[src/json_string_escaper_core_assert.svh]
// Assertion macros for the JSON string escaper RTL.
`ifndef JSON_STRING_ESCAPER_CORE_ASSERT_SVH
`define JSON_STRING_ESCAPER_CORE_ASSERT_SVH

// Same-cycle implication, checked at every rising clock edge outside reset.
`define JSE_ASSERT_NOW(label, ante, cons, msg) \
   label: assert property (@(posedge clock) disable iff (reset) (ante) |-> (cons)) \
      else $error(msg);

// Next-cycle implication, checked at every rising clock edge outside reset.
`define JSE_ASSERT_NEXT(label, ante, cons, msg) \
   label: assert property (@(posedge clock) disable iff (reset) (ante) |=> (cons)) \
      else $error(msg);

`endif

[src/jse_pkg.sv]
// Shared types and constants for the JSON string escaper.
package jse_pkg;

   // Depth of the queue between the classifier and the emitter.
   localparam int QUEUE_DEPTH = 4;
   localparam int PTR_W       = $clog2(QUEUE_DEPTH);
   localparam int CNT_W       = $clog2(QUEUE_DEPTH + 1);

   // Character codes used by the classifier and the emitter.
   localparam logic [7:0] CHAR_LT        = 8'h3C;
   localparam logic [7:0] CHAR_SLASH     = 8'h2F;
   localparam logic [7:0] CHAR_BACKSLASH = 8'h5C;
   localparam logic [7:0] CHAR_QUOTE     = 8'h22;
   localparam logic [7:0] CHAR_U         = 8'h75;
   localparam logic [7:0] CHAR_ZERO      = 8'h30;

   // How a byte is rendered: as itself, as a backslash pair, or as a \u00xx escape.
   typedef enum logic [1:0] {
      KIND_PLAIN,
      KIND_PAIR,
      KIND_UNI
   } kind_type;

   // One classified item. For a pair, data is the byte after the backslash;
   // otherwise it is the original byte.
   typedef struct packed {
      kind_type   kind;
      logic [7:0] data;
   } item_type;

   // Transfer from the classifier into the queue.
   typedef struct packed {
      logic     valid;
      item_type item;
   } push_type;

   // Head of the queue as seen by the emitter.
   typedef struct packed {
      logic     valid;
      item_type item;
   } head_type;

   // Queue status.
   typedef struct packed {
      logic             full;
      logic [CNT_W-1:0] count;
   } qstat_type;

endpackage

[src/json_string_escaper_core.sv]
// Top level of the JSON string escaper.
// Escapes a byte stream for use inside a JSON string literal, without the quotes.
// Each input byte yields a run of output bytes whose final byte carries run_last:
// plain bytes yield one output byte, quote, backslash, the short control escapes
// and a slash after '<' yield two, and other control bytes yield six (\u00xx).
// The emitter sends one byte per cycle while the output is not stalled, so output
// bandwidth is the limit: plain text then streams at one byte per cycle, and a
// four-entry queue between the classifier and the emitter keeps taking input while
// an escape run drains. The first byte of a run is written into the queue storage
// and then into the output register before it is presented on the output.
`include "json_string_escaper_core_assert.svh"

module json_string_escaper_core (
   input  logic       clock,
   input  logic       reset,
   input  logic       req_valid,
   output logic       req_stall,
   input  logic [7:0] req_in_byte,
   input  logic       req_string_end,
   output logic       rsp_valid,
   input  logic       rsp_stall,
   output logic [7:0] rsp_out_byte,
   output logic       rsp_run_last
);

   jse_pkg::push_type  push;
   jse_pkg::head_type  head;
   jse_pkg::qstat_type qstat;
   logic               pop;
   logic               mid_run;

   // Classifier.
   jse_front u_front (
      .clock          (clock),
      .reset          (reset),
      .req_valid      (req_valid),
      .req_stall      (req_stall),
      .req_in_byte    (req_in_byte),
      .req_string_end (req_string_end),
      .qstat          (qstat),
      .push           (push)
   );

   // Queue between the two sides.
   jse_queue u_queue (
      .clock (clock),
      .reset (reset),
      .push  (push),
      .pop   (pop),
      .head  (head),
      .qstat (qstat)
   );

   // Emitter.
   jse_back u_back (
      .clock        (clock),
      .reset        (reset),
      .head         (head),
      .pop          (pop),
      .rsp_valid    (rsp_valid),
      .rsp_stall    (rsp_stall),
      .rsp_out_byte (rsp_out_byte),
      .rsp_run_last (rsp_run_last)
   );

   // A transfer that is not the last byte of its run.
   assign mid_run = rsp_valid && !rsp_stall && !rsp_run_last;

   // The emitter only retires an item that is present.
   `JSE_ASSERT_NOW(a_pop_needs_head, pop, head.valid, "pop from an empty queue")
   // Head validity agrees with the queue occupancy.
   `JSE_ASSERT_NOW(a_head_matches_count, 1'b1, head.valid == |qstat.count, "bad head valid")
   // A run is never broken by a bubble once its bytes have started.
   `JSE_ASSERT_NEXT(a_run_continues, mid_run, rsp_valid, "bubble inside an escape run")

endmodule

[src/jse_front.sv]
// Classifier: accepts input bytes, decides their escape form and tracks a pending '<'.
module jse_front (
   input  logic                clock,
   input  logic                reset,
   input  logic                req_valid,
   output logic                req_stall,
   input  logic [7:0]          req_in_byte,
   input  logic                req_string_end,
   input  jse_pkg::qstat_type  qstat,
   output jse_pkg::push_type   push
);

   logic slash_pending_ff;
   logic slash_pending_in;
   logic accept;

   // Map one byte to its escape form.
   function automatic jse_pkg::item_type classify(input logic [7:0] b, input logic pend);
      jse_pkg::item_type it;
      it.kind = jse_pkg::KIND_PLAIN;
      it.data = b;
      if (b == jse_pkg::CHAR_LT) begin
         it.kind = jse_pkg::KIND_PLAIN;
      end else if (b == jse_pkg::CHAR_SLASH && pend) begin
         it.kind = jse_pkg::KIND_PAIR;
      end else if (b == jse_pkg::CHAR_QUOTE || b == jse_pkg::CHAR_BACKSLASH) begin
         it.kind = jse_pkg::KIND_PAIR;
      end else if (b < 8'h20 || b == 8'h7F) begin
         it.kind = jse_pkg::KIND_PAIR;
         unique case (b)
            8'h08:   it.data = 8'h62;  // b
            8'h0C:   it.data = 8'h66;  // f
            8'h0A:   it.data = 8'h6E;  // n
            8'h0D:   it.data = 8'h72;  // r
            8'h09:   it.data = 8'h74;  // t
            default: it.kind = jse_pkg::KIND_UNI;
         endcase
      end
      return it;
   endfunction

   // A transfer is taken whenever the queue has room.
   assign req_stall = qstat.full;
   assign accept    = req_valid && !qstat.full;

   assign push.valid = accept;
   assign push.item  = classify(req_in_byte, slash_pending_ff);

   // The flag follows a '<' and clears at the end of each string.
   assign slash_pending_in = accept ? (!req_string_end && req_in_byte == jse_pkg::CHAR_LT)
                                    : slash_pending_ff;

   always_ff @(posedge clock) begin
      if (reset) begin
         slash_pending_ff <= 1'b0;
      end else begin
         slash_pending_ff <= slash_pending_in;
      end
   end

endmodule

[src/jse_queue.sv]
// Short queue of classified items between the classifier and the emitter.
module jse_queue (
   input  logic                clock,
   input  logic                reset,
   input  jse_pkg::push_type   push,
   input  logic                pop,
   output jse_pkg::head_type   head,
   output jse_pkg::qstat_type  qstat
);

   jse_pkg::item_type                 mem_ff [jse_pkg::QUEUE_DEPTH];
   logic [jse_pkg::PTR_W-1:0]         wr_ptr_ff, wr_ptr_in;
   logic [jse_pkg::PTR_W-1:0]         rd_ptr_ff, rd_ptr_in;
   logic [jse_pkg::CNT_W-1:0]         count_ff, count_in;

   assign qstat.full  = (count_ff == jse_pkg::CNT_W'(jse_pkg::QUEUE_DEPTH));
   assign qstat.count = count_ff;

   assign head.valid = (count_ff != '0);
   assign head.item  = mem_ff[rd_ptr_ff];

   // Pointer and occupancy update.
   always_comb begin
      wr_ptr_in = push.valid ? wr_ptr_ff + 1'b1 : wr_ptr_ff;
      rd_ptr_in = pop ? rd_ptr_ff + 1'b1 : rd_ptr_ff;
      count_in  = count_ff;
      if (push.valid && !pop) begin
         count_in = count_ff + 1'b1;
      end else if (pop && !push.valid) begin
         count_in = count_ff - 1'b1;
      end
   end

   always_ff @(posedge clock) begin
      if (reset) begin
         wr_ptr_ff <= '0;
         rd_ptr_ff <= '0;
         count_ff  <= '0;
      end else begin
         wr_ptr_ff <= wr_ptr_in;
         rd_ptr_ff <= rd_ptr_in;
         count_ff  <= count_in;
      end
   end

   // Storage is payload only and needs no reset.
   always_ff @(posedge clock) begin
      if (push.valid) begin
         mem_ff[wr_ptr_ff] <= push.item;
      end
   end

endmodule

[src/jse_back.sv]
// Emitter: renders the head item one output byte per cycle while unstalled.
module jse_back (
   input  logic               clock,
   input  logic               reset,
   input  jse_pkg::head_type  head,
   output logic               pop,
   output logic               rsp_valid,
   input  logic               rsp_stall,
   output logic [7:0]         rsp_out_byte,
   output logic               rsp_run_last
);

   logic [2:0] step_ff, step_in;
   logic       rsp_valid_ff, rsp_valid_in;
   logic [7:0] rsp_out_byte_ff, rsp_out_byte_in;
   logic       rsp_run_last_ff, rsp_run_last_in;
   logic       out_free;
   logic       emit;
   logic [7:0] cur_byte;
   logic       cur_last;

   // Lowercase hex digit for one nibble.
   function automatic logic [7:0] hex_char(input logic [3:0] n);
      return (n < 4'd10) ? (8'h30 + {4'h0, n}) : (8'h57 + {4'h0, n});
   endfunction

   // Select the byte of the current escape sequence at this step.
   always_comb begin
      cur_byte = head.item.data;
      cur_last = 1'b1;
      unique case (head.item.kind)
         jse_pkg::KIND_PLAIN: begin
            cur_byte = head.item.data;
            cur_last = 1'b1;
         end
         jse_pkg::KIND_PAIR: begin
            cur_byte = (step_ff == 3'd0) ? jse_pkg::CHAR_BACKSLASH : head.item.data;
            cur_last = (step_ff != 3'd0);
         end
         jse_pkg::KIND_UNI: begin
            cur_last = (step_ff >= 3'd5);
            unique case (step_ff)
               3'd0:    cur_byte = jse_pkg::CHAR_BACKSLASH;
               3'd1:    cur_byte = jse_pkg::CHAR_U;
               3'd2:    cur_byte = jse_pkg::CHAR_ZERO;
               3'd3:    cur_byte = jse_pkg::CHAR_ZERO;
               3'd4:    cur_byte = hex_char(head.item.data[7:4]);
               default: cur_byte = hex_char(head.item.data[3:0]);
            endcase
         end
         default: begin
            cur_byte = head.item.data;
            cur_last = 1'b1;
         end
      endcase
   end

   // The output register advances when empty or when its transfer completes.
   assign out_free = !rsp_valid_ff || !rsp_stall;
   assign emit     = head.valid && out_free;
   assign pop      = emit && cur_last;

   always_comb begin
      step_in         = step_ff;
      rsp_valid_in    = rsp_valid_ff;
      rsp_out_byte_in = rsp_out_byte_ff;
      rsp_run_last_in = rsp_run_last_ff;
      if (out_free) begin
         rsp_valid_in    = head.valid;
         rsp_out_byte_in = cur_byte;
         rsp_run_last_in = cur_last;
      end
      if (emit) begin
         step_in = cur_last ? 3'd0 : step_ff + 3'd1;
      end
   end

   always_ff @(posedge clock) begin
      if (reset) begin
         step_ff      <= 3'd0;
         rsp_valid_ff <= 1'b0;
      end else begin
         step_ff      <= step_in;
         rsp_valid_ff <= rsp_valid_in;
      end
   end

   always_ff @(posedge clock) begin
      rsp_out_byte_ff <= rsp_out_byte_in;
      rsp_run_last_ff <= rsp_run_last_in;
   end

   assign rsp_valid    = rsp_valid_ff;
   assign rsp_out_byte = rsp_out_byte_ff;
   assign rsp_run_last = rsp_run_last_ff;

endmodule

[config.mk]
export PLATFORM = sky130hd
export DESIGN_NAME = json_string_escaper_core
export DESIGN_NICKNAME = d
export VERILOG_FILES = /design/src/jse_pkg.sv /design/src/json_string_escaper_core.sv /design/src/jse_front.sv /design/src/jse_queue.sv /design/src/jse_back.sv
export VERILOG_INCLUDE_DIRS = /design/src /design/src/src
export SDC_FILE = /design/constraint.sdc
export NUM_CORES = 1
export LEC_CHECK = 0
export BUFFER_PORTS_ARGS = -buffer_cell sky130_fd_sc_hd__buf_2
export CAP_MARGIN = 20
export CORE_ASPECT_RATIO = 1.75
export CORE_MARGIN = 4
export CORE_UTILIZATION = 54
export CTS_CLUSTER_DIAMETER = 80
export DETAILED_ROUTE_END_ITERATION = 7
export MAX_ROUTING_LAYER = met4
export PLACE_DENSITY_LB_ADDON = 0.05
export SLEW_MARGIN = 0
export SYNTH_ARGS = -nofsm -noshare
export SYNTH_HDL_FRONTEND = slang
export SYNTH_SLANG_ARGS = --single-unit
[constraint.sdc]
create_clock -name clock -period 3.4 [get_ports clock]
set_input_delay 0.68 -clock clock [delete_from_list [all_inputs] [get_ports clock]]
set_output_delay 0.68 -clock clock [all_outputs]
set_load 0.01 [all_outputs]
# Word level (Yosys, flattened, before mapping)
# Memories as Yosys holds them, arrays and structs flattened. A register that Yosys moved wholly into a read port is not among the register bits.
# Cells that the tools add are included.
word_totals:
  ff_bits: 21
  latch_bits: 0
  mem_bits_rw: 40
  romBits: 0
  in_bits: 13
  out_inout_bits: 11
  word_cells: 83
  mem_count: 1
memory_table:
  columns: ["memory", "depth", "word_bits", "rd", "rd_clocked_by_memory_dff", "write_ports", "line_no", "source"]
  rows:
  - ["u_queue.mem_ff", 4, 10, 1, 1, 1, "jse_queue.sv:11", "jse_pkg::item_type mem_ff [jse_pkg::QUEUE_DEPTH];"]
op_classes:
  addsub: 9
  multipliers: 0
  n_div: 0
  magnitude_cmp: 4
  eq_ne: 17
  shift: 0
  muxes: 22
  bitwise_logic: 0
  n_reduce_logical: 22
op_table:
  columns: ["cell", "count"]
  rows:
  - ["$mux 8", 6]
  - ["$eq 8x4->1 const B", 5]
  - ["$pmux 8 s5", 1]
  - ["$pmux 8 s4", 1]
  - ["$eq 8x6->1 const B", 3]
  - ["$add 7x4->8 const A", 2]
  - ["$eq 8x7->1 const B", 2]
  - ["$pmux 8 s2", 1]
  - ["$add 6x4->7 const A", 2]
  - ["$mux 2", 6]
  - ["$mux 10", 1]
  - ["$mux 3", 3]
  - ["$lt 4x4->1 const B", 2]
  - ["$lt 8x6->1 const B", 1]
  - ["$logic_and 1x1->1", 7]
  - ["$add 3x1->3 const B", 2]
  - ["$eq 3x2->1 const B", 2]
  - ["$eq 3x3->1 const B", 2]
  - ["$logic_not 1->1", 6]
  - ["$reduce_bool 3->1", 2]
  - ["$reduce_or 5->1", 1]
  - ["$add 2x1->2 const B", 2]
  - ["$eq 3x1->1 const B", 1]
  - ["$ge 3x3->1 const B", 1]
  - ["other kinds (9)", 12]

# Logic depth before layout (Yosys ltp)
# Gate-level depths: netlist of run 1.
logic_depth:
  depth_word: 7
  ltp_mapped: 15
  ltp_nobuf: 13

# By module
# Synthesis of run 1 repeated with hierarchy kept, for this count alone.
hier_totals:
  hier_cells: 259
  area_unflattened_um2: 3241.9
modules_own_cells:
  columns: ["module", "n_inst", "cells_each", "area_each_um2", "seq_area_each_um2"]
  rows:
  - ["jse_queue", 1, 96, 1873.0, 1381.3]
  - ["jse_back", 1, 123, 1069.8, 350.3]
  - ["jse_front", 1, 40, 299.0, 20.0]

# Worst setup path after synthesis of run 1
# Ideal clock, no wire load.
synth_path:
  path_kind: "register -> register"
  start: "register with a tool-made name"
  end: "register u_queue.count_ff[2] (netlist name)"
  setup_time_ns: 0.071
  t_arrival_ns: 3.144
  required_ns: 3.329
  path_slack_ns: 0.186
  stages_incl_launch_ff: 15
  path_buffers: 2
  synth_period_minus_slack_ns: 3.214
  path_cell_list: "dfxtp_1 buf_6 mux4_1 inv_1 ha_1 a211o_1 and2_0 clkbuf_1 inv_1 ha_1 inv_1 fa_1 xor2_1 or3_1 a21oi_1"
synth_lines:
  columns: ["element", "line_no", "source"]
  rows:
  - ["end signal: assignment", "jse_queue.sv:42", "count_ff <= count_in;"]
  - ["end: declaration", "jse_queue.sv:14", "logic [jse_pkg::CNT_W-1:0] count_ff, count_in;"]

==> results of run 1 <==
## metal layers
layer | GRT usage (%) | part of all wire, % | wire, µm
met2 | 33.77 | 56 | 3136
met5 | - | 0 | 0
met3 | 5.956 | 3.5 | 194
met4 | 9.228 | 2.7 | 152
met1 | 19.07 | 37 | 2077
## how the worst min path moves through the flow
stage | from | to | slack [ns]
3_5_place_dp | u_queue.count_ff[2] | u_queue.count_ff[2] | 0.52
5_1_grt | u_queue.count_ff[2] | u_queue.count_ff[2] | 0.54
6_report | u_queue.count_ff[2] | u_queue.count_ff[2] | 0.52
3_3_place_gp | u_queue.count_ff[2] | u_queue.count_ff[2] | 0.50
2_1_floorplan | u_front.slash_pending_ff | u_front.slash_pending_ff | 0.46
4_1_cts | u_queue.count_ff[2] | u_queue.count_ff[2] | 0.52
## area by class of cell
class,count,area share (%)
clock inverters,4,2.021
inverters,16,1.732
well taps,76,2.743
multi-input cells,154,34.46
flip-flops and latches,63,50.52
clock buffers,12,3.898
repair buffers,29,4.619
## per-stage QoR
step	instance area [µm²]	utilization [%]	power, mW	hold WS [ns]
6_report	3467	62.58	2.693	0.5158
5_1_grt	3467	62.58	2.893	0.5358
4_1_cts	3467	62.58	2.721	0.5242
3_5_place_dp	3262	58.88	2.037	0.5155
3_3_place_gp	3262	58.88	2.028	0.4954
2_1_floorplan	3048	-	1.768	0.4607
## cell families (layout without fill, tap and decap cells)
| group | after synthesis | after routing |
|---|---|---|
| compound gates | 47 | 47 |
| simple gates | 69 | 69 |
| mux | 17 | 17 |
| xor+xnor | 8 | 8 |
| flops | 63 | 63 |
| fa+ha+maj | 13 | 13 |
| buf+inv | 24 | 61 |
## power breakdown
group / leakage (nW) / total (mW) / switching, mW / internal [mW]
registers: 0.578 / 1.07 / 0.0597 / 1.01
clock network: 0.104 / 0.677 / 0.266 / 0.411
logic: 0.653 / 0.947 / 0.539 / 0.407
total: 1.34 / 2.69 / 0.865 / 1.83
## state kept, by name (all words and copies together), names as in the netlist, named ones only
| name | flops |
|---|---|
| u_back.rsp_run_last | 1 |
| u_queue.wr_ptr_ff | 2 |
| u_front.slash_pending_ff | 1 |
| u_back.rsp_out_byte | 8 |
| u_queue.count_ff | 3 |
| u_queue.mem_ff | 40 |
| u_back.rsp_valid | 1 |
| u_back.step_ff | 3 |
| u_queue.rd_ptr_ff | 2 |
## synth_stat cells, drive strengths merged, types with 2 or more instances
library cell / count
nor2: 18
clkbuf: 4
nor2b: 3
mux2i: 7
buf: 4
o21ai: 13
mux4: 9
a211o: 3
a21oi: 12
nor3: 6
a21boi: 2
xnor2: 4
ha: 12
nor4: 2
dfxtp: 14
xor2: 4
edfxtp: 49
nand2: 13
o21a: 2
or3: 3
and2: 8
inv: 16
o22ai: 3
nand3: 5
nor3b: 2
nand2b: 6
## worst min-delay path, stage by stage, from the launching register on
cell,delay (ns)
sky130_fd_sc_hd__dfxtp_1,0.33
sky130_fd_sc_hd__o21ai_0,0.08
sky130_fd_sc_hd__a21oi_1,0.06
==> results.toml, run 1 <==
[run_status]
status = "finished, final reports clean"

[logic_synthesis]
ys_top_cells_by_area = "sky130_fd_sc_hd__edfxtp_1 48%, sky130_fd_sc_hd__dfxtp_1 9.2%, sky130_fd_sc_hd__ha_1 4.9%, sky130_fd_sc_hd__mux4_2 3.7%, sky130_fd_sc_hd__mux4_1 3.4%"
multiplexer_fraction_of_the_synthesized_cell_area_pct = 9.811
yosysWarnings = 0
synth_top_family_by_area = "simple AND/OR/NAND/NOR gates"
synth-seq-cells = 63
synth.avg_cell_area_um2 = 12.65
synth_compound_area_share_pct = 9.893
synth.yosys.seq_area_share_pct = 57.47
post_synth_num_cell_types = 47
number_of_cells_produced_by_synthesis = 241
number_of_flops_mapped_to_enable_cells_by_yosys = 49
netlist.area_leader.share_pct = 48.28
synthDominantAreaCellType = "sky130_fd_sc_hd__edfxtp_1"
synth.net_count = 267
async_reset_ff_share_pct = 0
synth_ff_type = "sky130_fd_sc_hd__edfxtp_1"
yosys.area_share.adder_pct = 5.583
synth_simple_gate_area_share_pct = 11.37
synth_xor_xnor_area_share_pct = 2.545
synth.cell_area_um2 = 3048

[finish]
final_cell_mix = "49 x sky130_fd_sc_hd__edfxtp_1, 23 x sky130_fd_sc_hd__buf_2, 18 x sky130_fd_sc_hd__nor2_1"
layout-area-overhead-vs-synth_pct = 13.75
layout.cells.most_common = "sky130_fd_sc_hd__edfxtp_1"
area.sequential_um2 = 1752
num-nets-final = 299
antenna_cells = 0
drive_above_1_share_pct = 18.35
multi_input_comb_area_um2 = 1195
fin_cells = 354
fillerInstances = 478

[sta]
fin_skew_ns = 0.006469
tightestPinTransition_ns = 0.5624
setup-violations-final = 0
timing.final.crit_period_ns = 3.170
finalSetupTns_ns = 0
unrepaired_setup_endpoints_after_global_routing = "false"
finalHoldViolations = 0
timing.fmax_mhz = 315.5
relative_max_transition_margin_pct = 62.51
report.final.slew_viol_count = 0
post-route-worst-setup-slack_ns = 0.2302
final_min_period_over_clock_period_pct = 93.23

[clocking]
cts_buffers = 9
clk_transition_reported_paths_ns = 0.06
post_cts_resized = 0
cts_tree = "yes"
clock_path_buffers = 2
htreeDepth = 3
clock_latency_ns = 0.33
hold_buffers = 0
cts.repair_timing.setup_buffer_count = 0
master_cell_of_the_clock_root_buffer = "sky130_fd_sc_hd__clkbuf_8"
numClockSinks = 63

[place]
place.detailed.hpwl_mm = 4.179
gpl.final_weighted_congestion = 0.8749
numPlacedInstances = 338
post-place-ws_ns = 0.2359
port_buffers = 23

[route]
drt-pass1-iter-count = 4
antenna_violating_nets_post_route = 0
drt_iter0_drc = 122
routed_via_density = 5.531
drt-wirelength-per-cell_um = 15.71
wl_mm = 5.560
dr_total_vias = 1958
detail_route.drc_violations = 0

[critical_path]
critical_path_required_ns = 3.67
timing.critical_path.slowest_cell_delay_ns = 0.60
r2r-end = "u_queue.count_ff[2]"
critical_path_cell_count = 12
crit_chain = "mux4_1 > inv_1 > ha_1 > a211o_1 > and2_0 > inv_1 > ha_1 > inv_1 > fa_1 > xor2_1 > or3_1 > a21oi_1"
cp-end-kind = "flop"
reg2reg_slack_ns = 0.23
data_arrival_at_the_endpoint_of_the_critical_path_ns = 3.44
reg2regPathDepth = 12
setup.worst_path.start_class = "flop"
critical-path-slowest-cell = "sky130_fd_sc_hd__mux4_1"
worst_setup_path_endpoint = "u_queue.count_ff[2]"
worst_path_dominant_cell_family = "adder cells"
timing.critical_path.mode_cell = "sky130_fd_sc_hd__inv_1"
largest_fanout_on_the_critical_path = 5
setup_crit_path_kind = "reg2reg"
timing.critical_path.buf_inv = 3

[die]
boundaryPins = 24
starting_density_pct = 55.01
chip_width_um = 64.79
placeableCoreArea_um2 = 5540
die_height_um = 107.4
rows = 36
floorplan_die_area_um2 = 6957

[power]
p_leak_nw = 1.336
power_density_nw_per_um2 = 776.6
power.ir.vdd_worst_mv = 0.3168

[worst_hold_path]
min_path_type = "reg2reg"
min_path_cells = 2

[grt]
combined_global_route_utilization_of_all_metal_layers_pct = 19.30
initial_antenna_violation_count = 0
grt_pass1_wl_mm = 9.591
first_global_vias = 1983
grt_start_max_net_pins = 16
grt_remaining_overflow = 0

[job]
max_cap_viol_count = 0
Note: power is estimated with default switching activity, not from simulation.
==> run 2: changes to the inputs <==
Settings changed: CORE_MARGIN 4 to not set, CORE_UTILIZATION 54 to 40, PLACE_DENSITY set to 0.69, PLACE_DENSITY_LB_ADDON 0.05 to not set.
==> run 2 against run 1 <==
Critical path depth is 1 lower. Final area is 1.4% higher. Highest routed layer unchanged. Sequential share of layout area is 0.70 points lower. Die area is 15% higher. Clock skew hardly changed.
==> results.toml, run 2 (synthesis results as in run 1) <==
[power]
clock_power_share_pct = 28.2
pwr-share-comb_pct = 33.3
power_density_nw_per_um2 = 790.9
power.ir.vdd_worst_mv = 0.3184
p_leak_nw = 1.353
power_switching_share_pct = 32.12
share_seq_of_total_power_pct = 38.5
netSwitchingPower_uw = 893.3
cellInternalPower_mw = 1.888

[grt]
grt_pass1_wl_mm = 9.321
combined_global_route_utilization_of_all_metal_layers_pct = 16.67
initial_antenna_violation_count = 0
grt_remaining_overflow = 0
first_global_vias = 1928
grt_start_max_net_pins = 16

[critical_path]
cp-end-kind = "flop"
setup_crit_path_kind = "reg2reg"
critical_path_required_ns = 3.66
data_arrival_at_the_endpoint_of_the_critical_path_ns = 3.40
reg2reg_slack_ns = 0.26
largest_fanout_on_the_critical_path = 5
setup.worst_path.start_class = "flop"

[place]
port_buffers = 23
place.detailed.hpwl_mm = 3.893
gpl.final_weighted_congestion = 0.8972
post-place-ws_ns = 0.2209

[sta]
unrepaired_setup_endpoints_after_global_routing = "false"
worst_hold_slack_ns = 0.5123
finalHoldViolations = 0
report.final.slew_viol_count = 0
post-route-worst-setup-slack_ns = 0.2611
fin_skew_ns = 0.006316
relative_max_transition_margin_pct = 62.11
finalSetupTns_ns = 0
final_min_period_over_clock_period_pct = 92.32
timing.fmax_mhz = 318.6
timing.final.crit_period_ns = 3.139
tightestPinTransition_ns = 0.5683
setup-violations-final = 0

[route]
drt-wirelength-per-cell_um = 14.94
wl_mm = 5.410
drt-pass1-iter-count = 4
antenna_violating_nets_post_route = 0
drt_iter0_drc = 86
routed_via_density = 5.381
dr_total_vias = 1948
detail_route.drc_violations = 0

[clocking]
clock_path_buffers = 2
clock_latency_ns = 0.33
numClockSinks = 63
master_cell_of_the_clock_root_buffer = "sky130_fd_sc_hd__clkbuf_16"
cts_tree = "yes"
clk_transition_reported_paths_ns = 0.05
htreeDepth = 3
cts_buffers = 9
hold_buffers = 0

[die]
floorplan_die_area_um2 = 7987
rows = 41
placeableCoreArea_um2 = 7284
boundaryPins = 24
die_height_um = 117.5
starting_density_pct = 41.84
chip_width_um = 67.99

[finish]
num-nets-final = 297
layout-area-overhead-vs-synth_pct = 15.35
antenna_cells = 0
drive_above_1_share_pct = 17.75
final_cell_mix = "49 x sky130_fd_sc_hd__edfxtp_1, 23 x sky130_fd_sc_hd__buf_2, 18 x sky130_fd_sc_hd__nor2_1"
regMostFlops = "u_queue.mem_ff"
largest_register_ff_count = 40
layout.cells.most_common = "sky130_fd_sc_hd__edfxtp_1"

[job]
max_cap_viol_count = 0

[worst_hold_path]
min_path_type = "reg2reg"

[run_status]
status = "finished, final reports clean"
==> run 2: cell types whose count changed in the layout (fill, tap and decap cells not counted), sizes merged <==
cell / previous run / this run
buf: 29 / 27
clkinv: 2 / 6
bufinv: 2 / 0
clkbuf: 12 / 10
==> run 2: worst paths after layout <==
path / from / to / cells past startpoint
max: flop / u_queue.count_ff[2] / 11
max reg2reg: flop / u_queue.count_ff[2] / 11
min: u_front.slash_pending_ff / u_front.slash_pending_ff / 2
min reg2reg: u_front.slash_pending_ff / u_front.slash_pending_ff / 2
==> run 2: worst max-delay path, cell delays in order (launching register included) <==
cell and delay, ns:
sky130_fd_sc_hd__dfxtp_1 0.38, sky130_fd_sc_hd__mux4_1 0.59, sky130_fd_sc_hd__ha_1 0.28, sky130_fd_sc_hd__a211o_1 0.30, sky130_fd_sc_hd__and2_1 0.20, sky130_fd_sc_hd__inv_1 0.07, sky130_fd_sc_hd__ha_1 0.18, sky130_fd_sc_hd__inv_1 0.06
sky130_fd_sc_hd__fa_1 0.38, sky130_fd_sc_hd__xor2_1 0.17, sky130_fd_sc_hd__or3_1 0.30, sky130_fd_sc_hd__a21oi_1 0.14
==> run 2: area by class of cell <==
cell class | instances | area (µm²)
Multi-Input combinational cell | 154 | 1195
Timing Repair Buffer | 27 | 145.1
Inverter | 16 | 60.06
Fill cell | 668 | 3769
Tap cell | 86 | 107.6
Sequential cell | 63 | 1752
Clock buffer | 10 | 229.0
Clock inverter | 6 | 27.53
==> run 2: through the flow <==
stage,total power [mW],instances,utilization [%],area (µm²)
2_1_floorplan,1.768,241,-,3048
3_3_place_gp,1.995,346,44.74,3259
3_5_place_dp,2.013,346,44.74,3259
4_1_cts,2.808,362,48.27,3516
5_1_grt,2.976,362,48.27,3516
6_report,2.781,362,48.27,3516
==> run 2: power groups by stage <==
| stage | logic (mW) | clock network, mW | registers [mW] |
|---|---|---|---|
| 5_1_grt | 1.05 | 0.838 | 1.09 |
| 6_report | 0.925 | 0.786 | 1.07 |
| 4_1_cts | 0.933 | 0.801 | 1.07 |
| 2_1_floorplan | 0.661 | 0 | 1.11 |
| 3_3_place_gp | 0.911 | 0 | 1.08 |
| 3_5_place_dp | 0.925 | 0 | 1.09 |
==> run 2: repair_timing <==
| action | 4_1_cts | 5_1_grt |
|---|---|---|
| buffers inserted | 0 | 0 |
| setup endpoints to repair | 0 | 1 |
| resized for setup | 0 | 1 |
==> run 2: per-layer routing <==
metal  vias to the layer above  share of wire [%]  track usage (%)
li1                        961                  -                -
met1                       936                 39            18.15
met2                        38                 54            26.59
met3                        13                3.8            4.748
met4                         0                3.0            8.594
met5                         -                  0                -
